<file path="src/design/u8u32_pkg.sv">
// Shared widths, byte-class masks and constants for the UTF-8 to UTF-32 stream decoder.
// No dependencies; imported by utf8_to_utf32_stream_decoder.
package u8u32_pkg;

	localparam int BYTE_W = 8;
	localparam int CP_W   = 21;
	localparam int CNT_W  = 24;
	localparam int PEND_W = 2;

	// continuation payload bits per trailing byte
	localparam int CONT_BITS = 6;

	localparam logic [CNT_W-1:0] LIMIT_RESET = {CNT_W{1'b1}};

	// byte classes
	localparam logic [BYTE_W-1:0] CONT_CLASS_MASK = 8'hC0;
	localparam logic [BYTE_W-1:0] CONT_CLASS_CODE = 8'h80;
	localparam logic [BYTE_W-1:0] ASCII_MASK      = 8'h7F;
	localparam logic [BYTE_W-1:0] CONT_MASK       = 8'h3F;
	localparam logic [BYTE_W-1:0] LEAD2_MASK      = 8'h1F;
	localparam logic [BYTE_W-1:0] LEAD3_MASK      = 8'h0F;
	localparam logic [BYTE_W-1:0] LEAD4_MASK      = 8'h07;

	// continuation bytes still expected after each lead form
	localparam logic [PEND_W-1:0] PEND_NONE  = 2'd0;
	localparam logic [PEND_W-1:0] PEND_ONE   = 2'd1;
	localparam logic [PEND_W-1:0] PEND_TWO   = 2'd2;
	localparam logic [PEND_W-1:0] PEND_THREE = 2'd3;

	// one result of the decoder
	typedef struct packed {
		logic [CP_W-1:0]  codepoint;
		logic             has_codepoint;
		logic             end_of_stream;
		logic [CNT_W-1:0] emitted_count;
	} result_t;

endpackage

</file>
<file path="src/design/utf8_to_utf32_stream_decoder.sv">
// UTF-8 to UTF-32 stream decoder, top level (single module).
// Depends on u8u32_pkg for widths, masks and the result struct.
//
// Usage:
//   Input channel (in_valid/in_ready) carries one byte per transaction with
//   last_byte marking the end of a stream. Output channel (out_valid/out_ready)
//   carries at most one result per byte: a code point when a sequence completes,
//   and always one result for the last byte (end_of_stream, total count).
//   Bytes that complete nothing give no result. The write-only config channel
//   (cfg_valid/cfg_ready/cfg_data) sets output_limit; it is always ready. The user
//   must write it only while the decoder is idle; the decoder does not enforce this.
// Timing:
//   A byte lands in the input register and is decoded there against the partial
//   code point and pending count; its result is loaded into the output register
//   when that register is empty or its result is being taken, and out_valid then
//   rises if the byte gives a result.
//   One byte per cycle is sustained while the receiver does not stall; the pending
//   counter and partial value are updated as each byte is decoded.
// Reset clears the stream state, both stage valids, and sets output_limit to
// all ones. When the receiver stalls with a result waiting, the input register
// holds its byte and in_ready drops until the result is taken; nothing is lost.
module utf8_to_utf32_stream_decoder (
	input  logic                             clk,
	input  logic                             arst_n,
	// byte input
	input  logic                             in_valid,
	output logic                             in_ready,
	input  logic [u8u32_pkg::BYTE_W-1:0]     data_byte,
	input  logic                             last_byte,
	// result output
	output logic                             out_valid,
	input  logic                             out_ready,
	output logic [u8u32_pkg::CP_W-1:0]       codepoint,
	output logic                             has_codepoint,
	output logic                             end_of_stream,
	output logic [u8u32_pkg::CNT_W-1:0]      emitted_count,
	// configuration write
	input  logic                             cfg_valid,
	output logic                             cfg_ready,
	input  logic [u8u32_pkg::CNT_W-1:0]      cfg_data
);
	import u8u32_pkg::*;

	logic                valid_s1;
	logic [BYTE_W-1:0]   byte_s1;
	logic                last_s1;

	logic [CNT_W-1:0]    limit_q;
	logic [CP_W-1:0]     part_q;
	logic [PEND_W-1:0]   pend_q;
	logic [CNT_W-1:0]    total_q;

	logic                out_valid_q;
	result_t             result_q;

	logic                process;
	logic                emit;
	logic [CP_W-1:0]     cp;
	logic [CP_W-1:0]     nxt_part;
	logic [PEND_W-1:0]   nxt_pend;
	logic [CNT_W-1:0]    nxt_total;
	logic [CP_W-1:0]     shifted;
	result_t             result_d;

	// handshakes
	assign process   = valid_s1 && (!out_valid_q || out_ready);
	assign in_ready  = !valid_s1 || process;
	assign cfg_ready = 1'b1;

	// input register
	always_ff @(posedge clk or negedge arst_n) begin
		if (!arst_n) begin
			valid_s1 <= 1'b0;
		end else if (in_ready) begin
			valid_s1 <= in_valid;
		end
	end

	always_ff @(posedge clk) begin
		if (in_valid && in_ready) begin
			byte_s1 <= data_byte;
			last_s1 <= last_byte;
		end
	end

	// limit register
	always_ff @(posedge clk or negedge arst_n) begin
		if (!arst_n) begin
			limit_q <= LIMIT_RESET;
		end else if (cfg_valid && cfg_ready) begin
			limit_q <= cfg_data;
		end
	end

	// decode: continuation, broken sequence or new lead
	assign shifted = {part_q[CP_W-CONT_BITS-1:0], byte_s1[CONT_BITS-1:0]};

	always_comb begin
		nxt_part = part_q;
		nxt_pend = pend_q;
		emit     = 1'b0;
		cp       = '0;
		if (total_q < limit_q) begin
			if (pend_q != PEND_NONE &&
			    (byte_s1 & CONT_CLASS_MASK) == CONT_CLASS_CODE) begin
				nxt_part = shifted;
				nxt_pend = pend_q - PEND_ONE;
				if (pend_q == PEND_ONE) begin
					cp       = shifted;
					nxt_part = '0;
					emit     = 1'b1;
				end
			end else begin
				// a broken sequence is dropped, the byte is looked at as a lead
				nxt_part = '0;
				nxt_pend = PEND_NONE;
				case (byte_s1) inside
					8'b0???????: begin
						cp   = CP_W'(byte_s1 & ASCII_MASK);
						emit = 1'b1;
					end
					8'b110?????: begin
						nxt_part = CP_W'(byte_s1 & LEAD2_MASK);
						nxt_pend = PEND_ONE;
					end
					8'b1110????: begin
						nxt_part = CP_W'(byte_s1 & LEAD3_MASK);
						nxt_pend = PEND_TWO;
					end
					8'b11110???: begin
						nxt_part = CP_W'(byte_s1 & LEAD4_MASK);
						nxt_pend = PEND_THREE;
					end
					default: begin
						// stray continuation or invalid lead: skipped
						nxt_part = '0;
					end
				endcase
			end
		end else begin
			// limit reached: byte ignored, pending sequence dropped
			nxt_part = '0;
			nxt_pend = PEND_NONE;
		end
		nxt_total = total_q + CNT_W'(emit);
	end

	always_comb begin
		result_d.codepoint     = cp;
		result_d.has_codepoint = emit;
		result_d.end_of_stream = last_s1;
		result_d.emitted_count = nxt_total;
	end

	// stream state, cleared after the last byte
	always_ff @(posedge clk or negedge arst_n) begin
		if (!arst_n) begin
			part_q  <= '0;
			pend_q  <= PEND_NONE;
			total_q <= '0;
		end else if (process) begin
			if (last_s1) begin
				part_q  <= '0;
				pend_q  <= PEND_NONE;
				total_q <= '0;
			end else begin
				part_q  <= nxt_part;
				pend_q  <= nxt_pend;
				total_q <= nxt_total;
			end
		end
	end

	// result register
	always_ff @(posedge clk or negedge arst_n) begin
		if (!arst_n) begin
			out_valid_q <= 1'b0;
		end else if (process) begin
			out_valid_q <= emit || last_s1;
		end else if (out_ready) begin
			out_valid_q <= 1'b0;
		end
	end

	always_ff @(posedge clk) begin
		if (process) begin
			result_q <= result_d;
		end
	end

	assign out_valid     = out_valid_q;
	assign codepoint     = result_q.codepoint;
	assign has_codepoint = result_q.has_codepoint;
	assign end_of_stream = result_q.end_of_stream;
	assign emitted_count = result_q.emitted_count;

	// checks
	a_part_idle: assert property (@(posedge clk) disable iff (!arst_n)
		pend_q == PEND_NONE |-> part_q == '0)
		else $error("partial value left over with nothing pending");

	a_end_clears: assert property (@(posedge clk) disable iff (!arst_n)
		process && last_s1 |=> total_q == '0 && pend_q == PEND_NONE)
		else $error("stream state not cleared after last byte");

	a_no_empty_result: assert property (@(posedge clk) disable iff (!arst_n)
		out_valid_q && !result_q.has_codepoint |-> result_q.end_of_stream)
		else $error("result with neither code point nor end of stream");

	a_count_nonzero: assert property (@(posedge clk) disable iff (!arst_n)
		out_valid_q && result_q.has_codepoint |-> result_q.emitted_count != '0)
		else $error("code point emitted with zero count");

	a_blank_cp: assert property (@(posedge clk) disable iff (!arst_n)
		out_valid_q && !result_q.has_codepoint |-> result_q.codepoint == '0)
		else $error("code point field not zero on end-only result");

endmodule
</file>
<file path="config.mk">
export PLATFORM = sky130hd
export DESIGN_NAME = utf8_to_utf32_stream_decoder
export DESIGN_NICKNAME = d
export VERILOG_FILES = /design/src/design/u8u32_pkg.sv /design/src/design/utf8_to_utf32_stream_decoder.sv
export SDC_FILE = /design/constraint.sdc
export NUM_CORES = 1
export LEC_CHECK = 0
export BUFFER_PORTS_ARGS = -buffer_cell sky130_fd_sc_hd__buf_4
export CELL_PAD_IN_SITES_DETAIL_PLACEMENT = 2
export CELL_PAD_IN_SITES_GLOBAL_PLACEMENT = 2
export CORE_ASPECT_RATIO = 0.6
export CORE_MARGIN = 5
export CORE_UTILIZATION = 37
export DETAILED_ROUTE_END_ITERATION = 8
export GPL_ROUTABILITY_DRIVEN = 0
export PLACE_DENSITY = 0.77
export SYNTH_ARGS = -nofsm -noshare
export SYNTH_HDL_FRONTEND = slang
export SYNTH_SLANG_ARGS = --single-unit
</file>
<file path="constraint.sdc">
create_clock -name clk -period 4.21 [get_ports clk]
set_clock_uncertainty 0.1 [all_clocks]
set_input_delay 0.421 -clock clk [delete_from_list [all_inputs] [get_ports clk]]
set_output_delay 0.421 -clock clk [all_outputs]
set_load 0.005 [all_outputs]
</file>
Word-level counts from Yosys, hierarchy flattened
Cells that the tools add are included.
- register bits after elaboration: 123
- bits in latches: 0
- bits in writable memories: 0
- bits in read-only memories: 0
- input port bits: 38
- output and inout bits: 50
- logic and storage cells: 55
- memories kept: 0
- $add $sub $neg: 2
- multipliers: 0
- div/mod/pow operators: 0
- magnitude comparators: 1
- eq/ne operators: 5
- shift-type cells: 0
- muxes and demuxes: 25
- bitwise gates (word level): 0
- reductions and logical operators: 10
- operators by type and width (cell ; number):
    $mux W15 ; 4
    $mux W21 ; 2
    $add A24 B1 Y24 ; 1
    $lt A24 B24 Y1 ; 1
    $mux W24 ; 1
    $mux W2 ; 7
    $mux W5 ; 2
    $mux W7 ; 1
    $mux W1 ; 6
    $eq A5 B5 Y1 const B ; 1
    $eq A4 B4 Y1 const B ; 1
    $mux W4 ; 1
    $reduce_bool A2 Y1 ; 2
    $eq A3 B3 Y1 const B ; 1
    $logic_and A1 B1 Y1 ; 3
    $logic_or A1 B1 Y1 ; 3
    $mux W3 ; 1
    $eq A2 B1 Y1 const B ; 1
    $eq A2 B2 Y1 const B ; 1
    $logic_not A1 Y1 ; 2
    $sub A2 B1 Y2 const B ; 1

Logic depth before layout (Yosys ltp)
Gate-level depths: netlist (run 1).
- depth in word-level cells: 8
- mapped depth: 15
- mapped depth without buffers: 14

Worst setup path after synthesis (run 1)
OpenSTA, ideal clock, no wires.
- path kind: register -> register
- from: reg limit_q[21]
- to: reg total_q[20]
- library setup time: 0.066 ns
- arrival: 3.219 ns
- data required time: 4.044 ns
- path slack: 0.825 ns
- cell stages (with the launch flop): 16
- buffers on the path: 1
- clock period less this slack: 3.385 ns
- cell sequence: dfstp_2 inv_1 ha_1 a21o_1 a21o_1 a22oi_1 nand3_1 clkbuf_1 nor2_1 ha_1 ha_1 nand2_1 nor3_4 nand3_2 or4_1 nand2_1
- longest elaborated chain between the ends: 4
- RTL lines (what ; RTL line ; RTL):
    from (decl) ; utf8_to_utf32_stream_decoder.sv:48 ; logic [CNT_W-1:0] limit_q;
    from (signal assigned) ; utf8_to_utf32_stream_decoder.sv:91 ; limit_q <= cfg_data;
    $lt A24 B24 Y1 ; utf8_to_utf32_stream_decoder.sv:103 ; if (total_q < limit_q) begin
    $mux W1 ; utf8_to_utf32_stream_decoder.sv:103 ;
    via emit ; utf8_to_utf32_stream_decoder.sv:57 ; logic emit;
    $add A24 B1 Y24 ; utf8_to_utf32_stream_decoder.sv:145 ; nxt_total = total_q + CNT_W'(emit);
    $mux W24 ; utf8_to_utf32_stream_decoder.sv:162 ; if (last_s1) begin
    to (signal assigned) ; utf8_to_utf32_stream_decoder.sv:169 ; total_q <= nxt_total;
    to (decl) ; utf8_to_utf32_stream_decoder.sv:51 ; logic [CNT_W-1:0] total_q;
The timed path passes the listed nets, and every way through them passes these cells.
A chain may end at the register's enable or synchronous reset.

Worst setup path in the final report (run 1)
- from: reg limit_q[23]
- to: reg total_q[20]
Same word-level chain as after synthesis.

==> results of run 1 <==
[state kept, by name, summed over array words and instances, names as in the netlist]
signal,flops
emitted_count,24
out_valid,1
pend_q,2
end_of_stream,1
total_q,24
valid_s1,1
codepoint,21
has_codepoint,1
limit_q,24
part_q,15
byte_s1,8
last_s1,1
[cells by family after synthesis]
group / Yosys count / synth area share (%)
AO/OA/AOI/OAI: 114 / 12.4
XOR/XNOR: 22 / 3.29
AND/OR/NAND/NOR: 183 / 16.2
buffers and inverters: 63 / 4.21
multiplexers: 1 / 0.192
other: 1 / 0.0641
flip-flops: 123 / 57.9
adder cells (fa/ha/maj): 27 / 5.77
[cell usage after synthesis (2+ instances only)]
| cell | count |
|---|---|
| nand2_1 | 85 |
| edfxtp_1 | 56 |
| o21ai_0 | 45 |
| dfrtp_1 | 43 |
| inv_1 | 33 |
| ha_1 | 27 |
| nor3_1 | 25 |
| dfstp_2 | 24 |
| clkbuf_1 | 22 |
| o31ai_1 | 20 |
| nand3_1 | 15 |
| a21oi_1 | 14 |
| xnor2_1 | 14 |
| nor2_1 | 12 |
| nand4b_1 | 10 |
| xor2_1 | 8 |
| nand4_1 | 7 |
| a22o_1 | 6 |
| and3_1 | 6 |
| o41ai_1 | 6 |
| a31oi_1 | 5 |
| and2_1 | 5 |
| buf_2 | 5 |
| nand2b_1 | 4 |
| a21o_1 | 3 |
| o211ai_1 | 3 |
| a31o_2 | 2 |
| a41oi_1 | 2 |
| buf_1 | 2 |
| nor2b_1 | 2 |
| o21a_1 | 2 |
[power by group]
part / internal (mW) / switching (mW) / total [mW]
logic: 0.122 / 0.178 / 0.300
clock network: 1.01 / 0.586 / 1.59
registers: 1.36 / 0.0457 / 1.41
[layout make-up]
cell class | count | area [µm²] | area share (%)
clock inverter | 14 | 210 | 2.87
inverter | 33 | 124 | 1.69
multi-input combinational | 348 | 2220 | 30.3
tap | 203 | 254 | 3.47
sequential | 123 | 3390 | 46.3
clock buffer | 18 | 429 | 5.86
timing repair buffer | 93 | 698 | 9.54
[cells in the final DEF, fill, tap and decap left out, drive strengths merged, types with 2 or more instances in the layout]
master	Yosys	routed
a31o	2	2
xor2	8	8
o31ai	20	20
dfstp	24	24
and2	5	5
clkbuf	22	18
nand4	8	8
nor2b	2	2
nor4	3	3
xnor2	14	14
a41oi	2	2
nand4b	10	10
and3	6	6
o21ai	46	46
a21o	3	3
ha	27	27
buf	8	93
clkinvlp	0	2
nor3	27	27
inv	33	39
nor2	12	12
bufinv	0	4
nand2b	4	4
nand3	17	17
dfrtp	43	43
o41ai	6	6
clkinv	0	2
a31oi	5	5
o211ai	3	3
a22o	6	6
a21oi	14	14
edfxtp	56	56
nand2	85	85
o21a	2	2
[how the worst min path moves through the flow]
| stage | end | cells after the start |
|---|---|---|
| 6_report | part_q[13] | 1 |
| 5_1_grt | byte_s1[3] | 1 |
| 4_1_cts | byte_s1[3] | 1 |
| 3_5_place_dp | part_q[9] | 2 |
| 3_3_place_gp | part_q[14] | 2 |
| 2_1_floorplan | out_valid | 0 |
[critical path: stages, from the launching register on]
cell	delay, ns
dfstp_2	0.52
inv_1	0.06
ha_1	0.36
nand4_1	0.20
nor3_1	0.07
nor3_1	0.35
nand3_1	0.18
nor2_1	0.18
ha_1	0.23
ha_1	0.23
nand2_1	0.18
nor3_4	0.35
nand3_2	0.21
o311ai_0	0.51
nand2_1	0.11
[layer usage]
metal	global-route usage [%]	vias to the layer above
met5	0	-
met4	3.87	0
met3	4.37	18
met2	31.9	118
met1	28.2	2254
li1	-	2085
[metrics by stage]
stage	utilization, %	hold WS (ns)
finish	47.5	0.0346
global route	47.5	0.0613
CTS	47.5	0.0657
detailed placement	43.4	0.381
global placement	43.4	0.365
floorplan	-	0.0254
==> results.json, run 1 <==
{
  "fp-row-count": 35,
  "maxSlewViolCount": 0,
  "first_pass_iters": 4,
  "drt-met1-wl_mm": 8.40,
  "path_clk_slew_ns": 0.06,
  "synth_edf_count": 56,
  "chipHeight_um": 107,
  "numCtsBuffers": 17,
  "grt_pass1_wl_mm": 28.5,
  "grtUsageTotal_pct": 20.0,
  "n_fill_cell": 1535,
  "p_leak_nw": 3.18,
  "period_needed_ns": 3.97,
  "yosys_warnings": 0,
  "dpl_cell_area_um2": 6680,
  "postLayoutCellArea_um2": 7320,
  "vias": 4475,
  "reg2reg_depth": 14,
  "drc_errors": 0,
  "met2_length_mm": 8.40,
  "io_buffers": 86,
  "synth_area_per_cell_um2": 11.0,
  "power.density_nw_per_um2": 451,
  "finalSetupViolCount": 0,
  "antenna_found_initial": 0,
  "finalNonFillerCells": 832,
  "start_util_pct": 38.0,
  "cts_setup_buffers": 0,
  "cp_max_fo": 6,
  "reg2reg_from": "limit_q[23]",
  "ys_seq_elements": 123,
  "clock-sinks": 123,
  "layout_setup_ws_ns": 0.245,
  "async_reset_ff_share_pct": 54.5,
  "grt_pass1_vias": 5008,
  "ys_types": 52,
  "synthesis.area_um2": 5850,
  "cts_resized": 0,
  "die_w_um": 172,
  "slew_headroom_pct": 31.2,
  "met3WireLength_um": 853,
  "crit_start": "limit_q[23]",
  "synthTopCellsByArea": "edfxtp_1 29%, dfrtp_1 18%, dfstp_2 11%",
  "grt-ovfl-total": 0,
  "startpoint_type": "flop",
  "cts_tree": "done",
  "min_period_over_period_pct": 94.2,
  "critPathKind": "flop to flop",
  "wl_mm": 17.8,
  "hold_viol": 0,
  "ys.flop_type": "edfxtp_1",
  "cp-endpoint": "total_q[20]",
  "hp-class": "input port to async pin",
  "drive_above_1_share_pct": 25.6,
  "grt_max_degree": 68,
  "arrival_ns": 4.14,
  "core_um2": 15400,
  "final_nets": 681,
  "tns_ns": 0,
  "placed_cells": 800,
  "avgRoutedWirePerCell_um": 21.4,
  "r2r_slack_ns": 0.24,
  "max_cap_viol_count": 0,
  "synthCells": 534,
  "fmax_ghz": 0.252,
  "total_power_mw": 3.30,
  "ant_nets": 0,
  "tightest_slew_ns": 1.03,
  "synth_top_cell_by_area": "edfxtp_1",
  "ctsHtreeMaxLevel": 4,
  "boundaryPins": 88,
  "post-dp-hpwl_mm": 12.4,
  "clk_latency_ns": 0.42,
  "first_iter_violations": 273,
  "antenna_cells": 0,
  "place_ws_ns": 0.368,
  "area_growth_pct": 25.1,
  "reg2reg_to": "total_q[20]",
  "end_kind": "flop",
  "outcome": "complete, no violations",
  "synth_top_area_share_pct": 28.7,
  "peakVddDrop_v": 0.000226,
  "hold_buffers": 0,
  "viasPerCell": 5.38,
  "dieArea_um2": 18500,
  "highest_layer": "met4",
  "syn-num-nets": 599,
  "required_ns": 4.38,
  "clockRootBuffer": "clkbuf_16",
  "clockBufferDepth": 2,
  "seq_area_frac_synth_pct": 57.9,
  "rsz0062_at_grt": "no"
}
(Power assumes the default switching activity.)
==> run 2: changes to the inputs <==
CAP_MARGIN = 10   (was default)
PLACE_DENSITY = default   (was 0.77)
PLACE_DENSITY_LB_ADDON = 0.2   (was default)
==> run 2 against run 1 <==
Compared with the run above: sequential share of layout area increased by 0.31 points; highest routed layer unchanged; count of clock-buffer cells in the layout did not move; routed wire length rose by 1.7%; global-route usage rose by 0.52 points; register-to-register slack better by 0.03 ns; non-clock buffer count increased by 1; cell area fell by 0.67%; setup slack improved by 0.031 ns; combinational power about the same; via count rose by 0.65%; critical endpoint unchanged.
==> results.json, run 2 (synthesized netlist as in run 1, its figures left out) <==
{
  "outcome": "complete, no violations",
  "clockRootBuffer": "clkbuf_16",
  "antenna_found_initial": 0,
  "first_pass_iters": 4,
  "start_util_pct": 38.0,
  "tightest_slew_ns": 0.941,
  "max_stage_delay_ns": 0.52,
  "finalSetupViolCount": 0,
  "n_fill_cell": 1596,
  "vias": 4504,
  "seq_area_um2": 3390,
  "path_delay_family": "simple AND/OR/NAND/NOR gates",
  "path_buf_inv": 1,
  "postLayoutCellArea_um2": 7270,
  "end_kind": "flop",
  "required_ns": 4.46,
  "boundaryPins": 88,
  "final_cell_mix": "94 x buf_4, 85 x nand2_1, 56 x edfxtp_1",
  "clock-sinks": 123,
  "multi_input_area_um2": 2220,
  "grt_max_degree": 68,
  "whs_ns": 0.0482,
  "numCtsBuffers": 17,
  "crit_start": "limit_q[6]",
  "dieArea_um2": 18500,
  "first_iter_violations": 320,
  "area_growth_pct": 24.3,
  "crit_path_cell_trace": "inv_1 > ha_1 > a21o_1 > a211oi_1 > o21a_1 > o21ai_1 > nor2_1 > ha_1 > ha_1 > nand2_1 > nor3_4 > nand3_2 > or4_1 > nand2_1",
  "grt-ovfl-total": 0,
  "clockBufferDepth": 2,
  "cts_setup_buffers": 0,
  "antenna_cells": 0,
  "ant_nets": 0,
  "grtUsageTotal_pct": 20.5,
  "dpl_cell_area_um2": 6690,
  "grt.met1_usage_pct": 27.5,
  "cp_max_fo": 6,
  "use_met3_pct": 5.21,
  "period_needed_ns": 3.93,
  "grt_pass1_wl_mm": 29.0,
  "crit_top_cell": "ha_1",
  "avgRoutedWirePerCell_um": 21.7,
  "core_um2": 15400,
  "die_w_um": 172,
  "path_clk_slew_ns": 0.06,
  "final_nets": 682,
  "drc_errors": 0,
  "viasPerCell": 5.41,
  "peakVddDrop_v": 0.000327,
  "io_buffers": 86,
  "fp-row-count": 35,
  "drive_above_1_share_pct": 25.6,
  "min_period_over_period_pct": 93.4,
  "clk_latency_ns": 0.42,
  "p_leak_nw": 3.17,
  "critPathKind": "flop to flop",
  "arrival_ns": 4.19,
  "ctsHtreeMaxLevel": 4,
  "cp-endpoint": "total_q[20]",
  "crit_cells": 14,
  "reg2reg_to": "total_q[20]",
  "r2r_slack_ns": 0.28,
  "hp-class": "input port to async pin",
  "critPathSlowestCell": "dfstp_2",
  "post-dp-hpwl_mm": 11.7,
  "busiest_layer": "met2",
  "power.density_nw_per_um2": 435,
  "final_common_cell": "buf_4",
  "reg2reg_depth": 14,
  "grt_pass1_vias": 5141,
  "max_cap_viol_count": 0,
  "chipHeight_um": 107,
  "cts_tree": "done",
  "fmax_ghz": 0.254,
  "rsz0062_at_grt": "no",
  "startpoint_type": "flop",
  "use_met2_pct": 34.1,
  "hold_viol": 0,
  "tns_ns": 0,
  "wl_mm": 18.1,
  "maxSlewViolCount": 0,
  "reg2reg_from": "limit_q[6]",
  "slew_headroom_pct": 37.3
}
==> run 2: cell types whose count changed in the layout (fill, tap and decap cells not counted), moves of 2 or more <==
cell / change
clkinv_2: +3
clkinv_4: +3
bufinv_16: -2
inv_6: -2
inv_8: -2
==> run 2: through the flow <==
stage	utilization [%]	worst slack, ns	instances	total power, mW
6_report	47.2	0.276	833	3.16
3_3_place_gp	43.4	0.636	801	1.71
3_5_place_dp	43.4	0.465	801	1.73
4_1_cts	47.1	0.261	833	3.19
5_1_grt	47.2	0.0560	833	3.29
2_1_floorplan	-	0.825	534	1.55
==> run 2: worst min-delay path by stage <==
stage / start / to / slack (ns) / depth (start not counted)
after floorplan: arst_n / out_valid / 0.03 / 0
after global routing: data_byte[3] / byte_s1[3] / 0.06 / 1
after global placement: part_q[14] / part_q[14] / 0.36 / 2
final: arst_n / total_q[7] / 0.05 / 1
after detailed placement: part_q[13] / part_q[13] / 0.37 / 2
after CTS: data_byte[5] / byte_s1[5] / 0.06 / 1
==> run 2: repair_timing <==
item | 4_1_cts | 5_1_grt
gates resized for setup | 0 | 1
hold buffers | 0 | 0
endpoints found under the setup margin | 0 | 1
==> run 2: where the power goes <==
group,internal (mW),switching (mW),leakage [nW]
registers,1.36,0.0454,1.40
logic,0.122,0.180,1.49
clock network,0.874,0.583,0.282
total,2.36,0.809,3.17
==> run 2: metal layers <==
metal / share of wire, % / vias up
met4: 0.68 / 0
met1: 46 / 2314
met5: 0 / -
li1: - / 2087
met2: 49 / 89
met3: 4.3 / 14
==> run 2: area by class of cell <==
| type | count | area share, % |
|---|---|---|
| clock inverters | 14 | 2.03 |
| inverters | 33 | 1.70 |
| multi-input cells | 348 | 30.6 |
| clock buffers | 18 | 5.90 |
| flip-flops and latches | 123 | 46.6 |
| well taps | 203 | 3.49 |
| repair buffers | 94 | 9.70 |
==> run 3: changes to the inputs <==
RECOVER_POWER = 50   (was default)
==> run 3 against run 2 <==
Compared with the run above: the run now ends with max-capacitance violations, max-slew violations left; count of clock-buffer cells in the layout stayed put; global-route usage unchanged; via count increased by 0.24%; largest cell class unchanged; highest routed layer unchanged.
==> results.json, run 3 (synthesized netlist as in run 1, its figures left out) <==
{
  "outcome": "finished, violations left",
  "violations": "max-capacitance violations, max-slew violations",
  "finalSetupViolCount": 0,
  "hp-class": "input port to flop",
  "drive_above_1_share_pct": 24.8,
  "area_growth_pct": 24.0,
  "cts_tree": "done",
  "antenna_found_initial": 0,
  "final_common_cell": "nand2_1",
  "whs_ns": 0.0961,
  "n_fill_cell": 1598,
  "max_cap_viol_count": 2,
  "cts_resized": 0,
  "layout_setup_ws_ns": 0.275,
  "wl_mm": 18.0,
  "vias": 4515,
  "p_leak_nw": 3.14,
  "power.density_nw_per_um2": 435,
  "placed_cells": 801,
  "chipHeight_um": 107,
  "p_int_mw": 2.35,
  "slew_headroom_pct": -22.4,
  "first_pass_iters": 5,
  "finalNonFillerCells": 833,
  "ant_nets": 0,
  "maxSlewViolCount": 116,
  "start_util_pct": 38.0,
  "cts_setup_buffers": 0,
  "end_kind": "flop",
  "critPathKind": "flop to flop",
  "numCtsBuffers": 17,
  "drc_errors": 0,
  "hold_buffers": 0,
  "required_ns": 4.46,
  "fp-row-count": 35,
  "min_period_over_period_pct": 93.5,
  "arrival_ns": 4.18,
  "dpl_cell_area_um2": 6690,
  "grt_pass1_wl_mm": 29.0,
  "core_um2": 15400,
  "total_power_mw": 3.16,
  "power_frac_comb_pct": 9.4,
  "path_clk_slew_ns": 0.06,
  "grt_pass1_vias": 5141,
  "dieArea_um2": 18500,
  "startpoint_type": "flop",
  "postLayoutCellArea_um2": 7250,
  "place_ws_ns": 0.465,
  "hold_viol": 0,
  "boundaryPins": 88,
  "io_buffers": 86,
  "avgRoutedWirePerCell_um": 21.7,
  "antenna_cells": 0,
  "fmax_ghz": 0.254,
  "first_iter_violations": 281,
  "final_nets": 682,
  "clockRootBuffer": "clkbuf_16",
  "die_w_um": 172,
  "peakVddDrop_v": 0.000327,
  "swShare_pct": 25.5,
  "grtUsageTotal_pct": 20.5,
  "viasPerCell": 5.42,
  "post-dp-hpwl_mm": 11.7,
  "cp_max_fo": 6,
  "grt_max_degree": 68,
  "period_needed_ns": 3.93,
  "tightest_slew_ns": 1.84,
  "p_switching_mw": 0.805,
  "rsz0062_at_grt": "no",
  "p_seq_share_pct": 44.5,
  "final_core_util_pct": 47.0,
  "grt-ovfl-total": 0,
  "clockBufferDepth": 2,
  "clock-sinks": 123,
  "final_cell_mix": "85 x nand2_1, 56 x edfxtp_1, 50 x clkbuf_4",
  "tns_ns": 0,
  "ctsHtreeMaxLevel": 4,
  "pwr-share-clk_pct": 46.1,
  "clk_latency_ns": 0.42
}
run 3: cell types whose count changed in the layout (fill, tap and decap cells not counted), sizes merged:
| cell | change |
|---|---|
| clkbuf | +56 |
| buf | -56 |
run 3: routing by layer:
layer	vias to the layer above	GRT usage [%]	part of all wire, %
met3	14	5.21	4.4
li1	2085	-	-
met5	-	0	0
met2	93	34.1	49
met1	2323	27.5	46
met4	0	3.59	0.66
run 3: worst paths after layout:
kind	startpoint	endpoint	depth (start not counted)	slack (ns)
max	limit_q[6]	total_q[20]	14	0.28
min reg2reg	part_q[14]	part_q[14]	2	0.40
min	data_byte[5]	byte_s1[5]	1	0.1
max reg2reg	limit_q[6]	total_q[20]	14	0.28
max in group asynchronous	arst_n	total_q[21]	1	2.51
min in group asynchronous	arst_n	total_q[7]	1	0.41
run 3: area by class of cell:
type	count	area (µm²)	area share, %
Tap cell	203	254	3.50
Inverter	33	124	1.71
Clock inverter	14	148	2.04
Clock buffer	18	429	5.92
Sequential cell	123	3390	46.7
Timing Repair Buffer	94	684	9.44
Multi-Input combinational cell	348	2220	30.7
run 3: worst max-delay path: stages, from the launching register on:
cell	delay (ns)
dfstp_2	0.52
inv_1	0.04
ha_1	0.30
a21o_1	0.19
a211oi_1	0.33
o21a_1	0.25
o21ai_1	0.11
nor2_1	0.19
ha_1	0.25
ha_1	0.26
nand2_1	0.18
nor3_4	0.35
nand3_2	0.20
or4_1	0.51
nand2_1	0.08
run 3: power by group through the flow:
stage,registers (mW),clock network [mW],logic (mW)
after floorplan,1.41,0,0.134
after global placement,1.42,0,0.285
after detailed placement,1.43,0,0.300
after CTS,1.41,1.47,0.310
after global routing,1.41,1.54,0.329
final,1.41,1.45,0.297
